--- src/rtl/spl_pkg.sv ---
`default_nettype none

package spl_pkg;

    localparam int VALUE_W      = 32;
    localparam int OP_W         = 2;
    localparam int OUT_CNT_W    = 7;
    localparam int CAPACITY_DEF = 64;

    typedef enum logic [OP_W-1:0] {
        OP_INSERT = 2'd0,
        OP_DEDUP  = 2'd1,
        OP_SEARCH = 2'd2
    } t_op;

    typedef struct packed {
        logic accept;
        logic run_ins;
        logic run_ded;
        logic run_srch;
        logic load_out;
    } t_cmd;

    typedef struct packed {
        logic full;
        logic small_list;
        logic ins_done;
        logic ded_done;
        logic srch_done;
        logic out_free;
    } t_sts;

endpackage

`default_nettype wire

--- src/rtl/spl_ram.sv ---
`default_nettype none

module spl_ram #(
    parameter int WIDTH = 32,
    parameter int DEPTH = 64
) (
    input  wire logic                     i_clk,
    input  wire logic                     i_we,
    input  wire logic [$clog2(DEPTH)-1:0] i_waddr,
    input  wire logic [WIDTH-1:0]         i_wdata,
    input  wire logic [$clog2(DEPTH)-1:0] i_raddr,
    output logic      [WIDTH-1:0]         o_rdata
);

    logic [WIDTH-1:0] r_mem [DEPTH];

    always_ff @(posedge i_clk) begin
        if (i_we) begin
            r_mem[i_waddr] <= i_wdata;
        end
        o_rdata <= r_mem[i_raddr];
    end

endmodule

`default_nettype wire

--- src/rtl/spl_ctrl.sv ---
`default_nettype none

module spl_ctrl (
    input  wire logic                    i_clk,
    input  wire logic                    i_rst_n,
    input  wire logic                    i_in_valid,
    input  wire logic [spl_pkg::OP_W-1:0] i_op,
    input  wire spl_pkg::t_sts           i_sts,
    output spl_pkg::t_cmd                o_cmd,
    output logic                         o_in_stall
);

    typedef enum logic [4:0] {
        S_IDLE = 5'b00001,
        S_INS  = 5'b00010,
        S_DED  = 5'b00100,
        S_SRCH = 5'b01000,
        S_DONE = 5'b10000
    } t_state;

    t_state r_state;
    t_state n_state;

    always_comb begin
        n_state = r_state;
        o_cmd   = '0;
        case (r_state)
            S_IDLE: begin
                if (i_in_valid) begin
                    o_cmd.accept = 1'b1;
                    case (i_op)
                        spl_pkg::OP_INSERT: n_state = i_sts.full ? S_DONE : S_INS;
                        spl_pkg::OP_DEDUP:  n_state = i_sts.small_list ? S_DONE : S_DED;
                        spl_pkg::OP_SEARCH: n_state = S_SRCH;
                        default:            n_state = S_DONE;
                    endcase
                end
            end
            S_INS: begin
                o_cmd.run_ins = 1'b1;
                if (i_sts.ins_done) begin
                    n_state = S_DONE;
                end
            end
            S_DED: begin
                o_cmd.run_ded = 1'b1;
                if (i_sts.ded_done) begin
                    n_state = S_DONE;
                end
            end
            S_SRCH: begin
                o_cmd.run_srch = 1'b1;
                if (i_sts.srch_done) begin
                    n_state = S_DONE;
                end
            end
            S_DONE: begin
                if (i_sts.out_free) begin
                    o_cmd.load_out = 1'b1;
                    n_state        = S_IDLE;
                end
            end
            default: n_state = S_IDLE;
        endcase
    end

    always_ff @(posedge i_clk) begin
        if (!i_rst_n) begin
            r_state <= S_IDLE;
        end else begin
            r_state <= n_state;
        end
    end

    assign o_in_stall = (r_state != S_IDLE);

endmodule

`default_nettype wire

--- src/rtl/spl_dp.sv ---
`default_nettype none

module spl_dp #(
    parameter int CAPACITY = spl_pkg::CAPACITY_DEF
) (
    input  wire logic                              i_clk,
    input  wire logic                              i_rst_n,
    input  wire spl_pkg::t_cmd                     i_cmd,
    output spl_pkg::t_sts                          o_sts,
    input  wire logic [spl_pkg::OP_W-1:0]          i_op,
    input  wire logic signed [spl_pkg::VALUE_W-1:0] i_value,
    input  wire logic                              i_out_stall,
    output logic                                   o_out_valid,
    output logic                                   o_found,
    output logic [spl_pkg::OUT_CNT_W-1:0]          o_position,
    output logic [spl_pkg::OUT_CNT_W-1:0]          o_entry_total,
    output logic                                   o_status
);

    localparam int IDX_W = $clog2(CAPACITY);
    localparam int CNT_W = $clog2(CAPACITY + 1);
    localparam int EXT_W = CNT_W + spl_pkg::OUT_CNT_W;

    logic signed [spl_pkg::VALUE_W-1:0] r_value;
    logic [spl_pkg::VALUE_W-1:0]        r_last;
    logic [CNT_W-1:0]                   r_count;
    logic [CNT_W-1:0]                   r_rd;
    logic [CNT_W-1:0]                   r_w;
    logic [IDX_W-1:0]                   r_cmp;
    logic                               r_dvalid;
    logic                               r_found;
    logic [CNT_W-1:0]                   r_pos;
    logic                               r_status;

    logic                               r_out_valid;
    logic                               r_o_found;
    logic [spl_pkg::OUT_CNT_W-1:0]      r_o_pos;
    logic [spl_pkg::OUT_CNT_W-1:0]      r_o_total;
    logic                               r_o_status;

    logic                               running;
    logic                               rd_more;
    logic [CNT_W-1:0]                   rd_dec;
    logic [IDX_W-1:0]                   rd_addr;
    logic [spl_pkg::VALUE_W-1:0]        rdata;
    logic                               greater;
    logic                               hit;
    logic                               we;
    logic [IDX_W-1:0]                   waddr;
    logic [spl_pkg::VALUE_W-1:0]        wdata;
    logic [EXT_W-1:0]                   pos_ext;
    logic [EXT_W-1:0]                   total_ext;

    assign running = i_cmd.run_ins | i_cmd.run_ded | i_cmd.run_srch;
    assign rd_dec  = r_rd - CNT_W'(1);

    // insert walks down from the tail, the other two walk up from the head
    assign rd_more = i_cmd.run_ins ? (r_rd != '0) : (r_rd < r_count);
    assign rd_addr = i_cmd.run_ins ? rd_dec[IDX_W-1:0] : r_rd[IDX_W-1:0];

    assign greater = $signed(rdata) > r_value;
    assign hit     = i_cmd.run_srch & r_dvalid & (rdata == r_value);

    always_comb begin
        we    = 1'b0;
        waddr = r_w[IDX_W-1:0];
        wdata = rdata;
        if (i_cmd.run_ins) begin
            // shift larger entries up one slot, drop the value into the gap
            we    = r_dvalid | ~rd_more;
            waddr = r_dvalid ? (r_cmp + IDX_W'(1)) : '0;
            wdata = (r_dvalid & greater) ? rdata : r_value;
        end else if (i_cmd.run_ded) begin
            we = r_dvalid & (r_cmp != '0) & (rdata != r_last);
        end
    end

    spl_ram #(
        .WIDTH(spl_pkg::VALUE_W),
        .DEPTH(CAPACITY)
    ) u_ram (
        .i_clk  (i_clk),
        .i_we   (we),
        .i_waddr(waddr),
        .i_wdata(wdata),
        .i_raddr(rd_addr),
        .o_rdata(rdata)
    );

    always_comb begin
        o_sts            = '0;
        o_sts.full       = (r_count == CNT_W'(CAPACITY));
        o_sts.small_list = (r_count <= CNT_W'(1));
        o_sts.ins_done   = i_cmd.run_ins & (r_dvalid ? ~greater : ~rd_more);
        o_sts.ded_done   = i_cmd.run_ded & ~r_dvalid & ~rd_more;
        o_sts.srch_done  = i_cmd.run_srch & (hit | (~r_dvalid & ~rd_more));
        o_sts.out_free   = ~r_out_valid | ~i_out_stall;
    end

    always_ff @(posedge i_clk) begin
        if (!i_rst_n) begin
            r_count  <= '0;
            r_dvalid <= 1'b0;
        end else begin
            if (i_cmd.accept) begin
                r_dvalid <= 1'b0;
            end else if (running) begin
                r_dvalid <= rd_more;
            end
            if (o_sts.ins_done) begin
                r_count <= r_count + CNT_W'(1);
            end else if (o_sts.ded_done) begin
                r_count <= r_w;
            end
        end
    end

    always_ff @(posedge i_clk) begin
        if (i_cmd.accept) begin
            r_value  <= i_value;
            r_rd     <= (i_op == spl_pkg::OP_INSERT) ? r_count : '0;
            r_w      <= CNT_W'(1);
            r_found  <= 1'b0;
            r_pos    <= '0;
            r_status <= (i_op == spl_pkg::OP_INSERT) && o_sts.full;
        end else begin
            if (running && rd_more) begin
                r_rd <= i_cmd.run_ins ? rd_dec : (r_rd + CNT_W'(1));
            end
            if (running) begin
                r_cmp <= rd_addr;
            end
            if (i_cmd.run_ded && r_dvalid) begin
                if (r_cmp == '0) begin
                    r_last <= rdata;
                end else if (rdata != r_last) begin
                    r_last <= rdata;
                    r_w    <= r_w + CNT_W'(1);
                end
            end
            if (hit) begin
                r_found <= 1'b1;
                r_pos   <= CNT_W'(r_cmp) + CNT_W'(1);
            end
        end
    end

    assign pos_ext   = {{spl_pkg::OUT_CNT_W{1'b0}}, r_pos};
    assign total_ext = {{spl_pkg::OUT_CNT_W{1'b0}}, r_count};

    always_ff @(posedge i_clk) begin
        if (!i_rst_n) begin
            r_out_valid <= 1'b0;
        end else if (i_cmd.load_out) begin
            r_out_valid <= 1'b1;
        end else if (!i_out_stall) begin
            r_out_valid <= 1'b0;
        end
    end

    always_ff @(posedge i_clk) begin
        if (i_cmd.load_out) begin
            r_o_found  <= r_found;
            r_o_pos    <= pos_ext[spl_pkg::OUT_CNT_W-1:0];
            r_o_total  <= total_ext[spl_pkg::OUT_CNT_W-1:0];
            r_o_status <= r_status;
        end
    end

    assign o_out_valid   = r_out_valid;
    assign o_found       = r_o_found;
    assign o_position    = r_o_pos;
    assign o_entry_total = r_o_total;
    assign o_status      = r_o_status;

endmodule

`default_nettype wire

--- src/rtl/sorted_priority_list_top.sv ---
`default_nettype none

// channel   valid         stall         payload
// request   i_in_valid    o_in_stall    i_op, i_value
// result    o_out_valid   i_out_stall   o_found, o_position, o_entry_total, o_status
//
// one request at a time; each walks the entries through the single
// ram read port, one entry per cycle (a search stops early at its first hit)
// a dropped insert, an unknown op or a dedup of fewer than two entries skips the walk
// i_rst_n is synchronous; it empties the list, the ram contents are left as they are
// the next request is taken while a result waits in the output register under stall

module sorted_priority_list_top #(
    parameter int CAPACITY = spl_pkg::CAPACITY_DEF
) (
    input  wire logic                              i_clk,
    input  wire logic                              i_rst_n,
    input  wire logic                              i_in_valid,
    output logic                                   o_in_stall,
    input  wire logic [spl_pkg::OP_W-1:0]          i_op,
    input  wire logic signed [spl_pkg::VALUE_W-1:0] i_value,
    output logic                                   o_out_valid,
    input  wire logic                              i_out_stall,
    output logic                                   o_found,
    output logic [spl_pkg::OUT_CNT_W-1:0]          o_position,
    output logic [spl_pkg::OUT_CNT_W-1:0]          o_entry_total,
    output logic                                   o_status
);

    spl_pkg::t_cmd cmd;
    spl_pkg::t_sts sts;

    spl_ctrl u_ctrl (
        .i_clk     (i_clk),
        .i_rst_n   (i_rst_n),
        .i_in_valid(i_in_valid),
        .i_op      (i_op),
        .i_sts     (sts),
        .o_cmd     (cmd),
        .o_in_stall(o_in_stall)
    );

    spl_dp #(
        .CAPACITY(CAPACITY)
    ) u_dp (
        .i_clk        (i_clk),
        .i_rst_n      (i_rst_n),
        .i_cmd        (cmd),
        .o_sts        (sts),
        .i_op         (i_op),
        .i_value      (i_value),
        .i_out_stall  (i_out_stall),
        .o_out_valid  (o_out_valid),
        .o_found      (o_found),
        .o_position   (o_position),
        .o_entry_total(o_entry_total),
        .o_status     (o_status)
    );

endmodule

`default_nettype wire

--- config.mk ---
export PLATFORM = sky130hd
export DESIGN_NAME = sorted_priority_list_top
export DESIGN_NICKNAME = d
export VERILOG_FILES = /design/src/rtl/spl_pkg.sv /design/src/rtl/spl_ram.sv /design/src/rtl/spl_ctrl.sv /design/src/rtl/spl_dp.sv /design/src/rtl/sorted_priority_list_top.sv
export SDC_FILE = /design/constraint.sdc
export NUM_CORES = 2
export LEC_CHECK = 0
export BUFFER_PORTS_ARGS = -buffer_cell sky130_fd_sc_hd__buf_2
export CELL_PAD_IN_SITES_DETAIL_PLACEMENT = 0
export CELL_PAD_IN_SITES_GLOBAL_PLACEMENT = 1
export CORE_MARGIN = 3
export CORE_UTILIZATION = 51
export CTS_CLUSTER_DIAMETER = 40
export DETAILED_ROUTE_END_ITERATION = 10
export PLACE_DENSITY = 0.73
export SYNTH_ARGS = -nofsm -noshare
export SYNTH_HDL_FRONTEND = slang
export SYNTH_SLANG_ARGS = --single-unit
--- constraint.sdc ---
create_clock -name i_clk -period 3.93 [get_ports i_clk]
set_input_delay 0.393 -clock i_clk [delete_from_list [all_inputs] [get_ports i_clk]]
set_output_delay 0.393 -clock i_clk [all_outputs]
set_load 0.02 [all_outputs]
==> impl_metrics.toml <==
[clock_tree]
clkTransAtPathRegs_ns = 0.05
htreeDepth = 5
clockRootBuffer = "clkbuf_16"
clock-sinks = 2203
clock_tree.buffer_depth = 4
cts_tree = "done"
cts-buffers-inserted = 291
postCtsResizedCells = 0
clk_latency_ns = 0.93

[finish]
seqCellArea_um2 = 65500
syn_to_final_growth_pct = 20.6
multi_input_area_um2 = 19300
fin_area_um2 = 103000
fillers = 11010
final_cells = 6944
fin_nets = 4636
drive_gt1_frac = 0.315

[job]
drv_cap = 0

[yosys]
synth_cells = 3996
ys_ff_latch = 2203
synthFlopType = "edfxtp_1"
synth_area_leaders = "edfxtp_1 75%, mux4_2 13%, mux2i_1 1.5%"
synth_mux_area_frac = 0.156
syn_area_per_cell_um2 = 21.4
synth.top_cell.area_share = 0.753
post_synth_and_or_nand_nor_area_fraction = 0.0296
yosysMostFrequentCell = "edfxtp_1"
netlist_area_um2 = 85400
synth-xor-area-share = 0.00552
yosysSeqAreaShare = 0.767
synth_top_family_by_area = "multiplexers"
synth_edf_count = 2142
synth_top_cells_by_count = "2142 x edfxtp_1, 512 x mux4_2, 306 x nand2_1"
synthesis.nets = 4083
synth-async-reset-ratio = 0
yosys.area_share.adder = 0.00718
yosysWarnings = 0
synth_compound_area_frac = 0.0207
synth_cell_type_count = 75
synth_top_area_cell = "edfxtp_1"

[drt]
drtPass1Iterations = 8
drt_iter0_drc = 5001
post_drt_wl_per_cell_um = 31.9
ant_nets = 0
remaining_drc_errors = 0
routed_wl_mm = 222
vias_per_cell = 6.30
via_count = 43722

[sta]
drv_slew = 0
hold_violations = 0
finalCritPeriodShare = 0.981
setup_viol = 0
fin_crit_ns = 3.86
clock_skew_ns = 0.0685
final.setup.tns_ns = 0
rsz0062_at_grt = "false"
slew-limit-headroom = 0.266
tightestPinTransition_ns = 1.10
max_clock_freq_mhz = 259

[floorplan]
core_um2 = 166000
start_util = 0.515
die_w_um = 415
rows = 149
die_h_um = 415
die_area_um2 = 172000
io_pins = 56

[hold_path]
hp-start = "i_value[2]"
hold_path_class = "in -> reg"

[setup_path]
rr_startpoint = "u_dp.u_ram.o_rdata[30]"
crit_path_start_kind = "flip-flop"
critPathArrivalTime_ns = 4.44
crit_path_end_kind = "flip-flop"
worst_ep_required_time_ns = 4.52
critPathMaxFanout = 11
crit_path_start = "u_dp.u_ram.o_rdata[30]"
crit_type = "reg -> reg"

[placement]
hpwl_mm = 131
gp_congestion = 0.882
port_buffers = 55
dpl-instance-area_um2 = 93000
numPlacedInstances = 6404

[pwr]
p_leak_nw = 33.5
power.density_nw_per_um2 = 785
irDropWorstVdd_mv = 0.443
total_power_mw = 80.9

[global_route]
grt_use_total = 0.258
grt-ovfl-total = 0
antenna_found_initial = 13
grt_pass1_wl_mm = 319
grt_max_degree = 77
grt_pass1_vias = 44110

[outcome]
status = "complete, no violations"
==> cell type report <==
class | instances | share of cell area
multi-input combinational | 1542 | 0.187
tap | 2189 | 0.0266
antenna | 2 | 0.0000486
clock buffer | 330 | 0.0735
timing repair buffer | 457 | 0.0548
sequential | 2203 | 0.636
inverter | 54 | 0.00204
clock inverter | 167 | 0.0199
==> flip-flops by register name, indices dropped and copies added (netlist names), 5 cells and up <==
| name | count |
|---|---|
| u_dp.o_position | 7 |
| u_dp.u_ram.r_mem | 2048 |
| u_dp.r_cmp | 6 |
| u_dp.r_last | 32 |
| u_dp.r_count | 7 |
| u_dp.o_entry_total | 7 |
| u_dp.r_pos | 7 |
| u_dp.r_value | 32 |
| u_dp.u_ram.o_rdata | 32 |
| u_ctrl.r_state | 5 |
| u_dp.r_rd | 7 |
| u_dp.r_w | 7 |
==> cells in the final DEF, fill, tap and decap left out, drive strengths merged, types with 42 or more instances in the layout <==
cell and instances:
buf 418, mux4 512, nand2 306, dfxtp 61
inv 87, nor2 104, clkinv 73, clkbuf 330
mux2i 131, ha 49, xor2 42, edfxtp 2142
a32oi 128
==> where the power goes <==
part,switching (mW),internal (mW),total [mW]
clock network,9.88,16.4,26.3
logic,14.0,10.4,24.4
registers,0.426,29.8,30.3
total,24.3,56.7,80.9
==> metal layers <==
metal / GRT usage / share of wire / up-vias / wire [µm]
met5: 0 / 0.00012 / - / 27
met4: 0.0791 / 0.028 / 4 / 6260
met3: 0.0534 / 0.089 / 387 / 19600
met2: 0.415 / 0.49 / 2200 / 109000
met1: 0.361 / 0.39 / 23283 / 87000
li1: - / - / 17848 / -
==> final timing paths <==
check	endpoint	slack (ns)	depth (start not counted)
worst min-delay path	u_dp.r_value[2]	0.21	2
worst max register to register	u_dp.u_ram.r_mem[26][13]	0.07	10
worst max-delay path	u_dp.u_ram.r_mem[26][13]	0.07	10
worst min register to register	u_dp.o_position[3]	0.43	0
==> per-stage QoR <==
step / hold WS, ns / setup slack, ns / util
final: 0.206 / 0.0729 / 0.622
after global routing: 0.171 / 0.0287 / 0.622
after CTS: 0.132 / 0.0752 / 0.622
after detailed placement: 0.419 / -0.0326 / 0.561
after global placement: 0.403 / -0.0250 / 0.561
after floorplan: 0.400 / 0.188 / -
==> worst max-delay path: stages (launching register included) <==
cell,delay (ns)
dfxtp_1,0.39
xor2_1,0.56
nor4_1,0.17
nand4_1,0.17
nor2_1,0.16
or4b_1,0.59
o22ai_1,0.38
nand2_1,0.17
buf_12,0.20
nor2_4,0.53
buf_12,0.23
==> cell families (layout without fill, tap and decap cells) <==
| family | after synthesis | after routing |
|---|---|---|
| compound gates | 217 | 217 |
| xor+xnor | 53 | 53 |
| fa+ha+maj | 49 | 49 |
| buf+inv | 251 | 1008 |
| flops | 2203 | 2203 |
| mux | 675 | 675 |
| other cells | 0 | 2 |
| simple gates | 548 | 548 |
==> repair_timing <==
item                                    CTS  global route
hold buffers                             39             0
endpoints found under the hold margin    49             0
endpoints found under the setup margin   19             0
buffers inserted                          2             0
No activity file was read; power rests on OpenSTA's default activity.
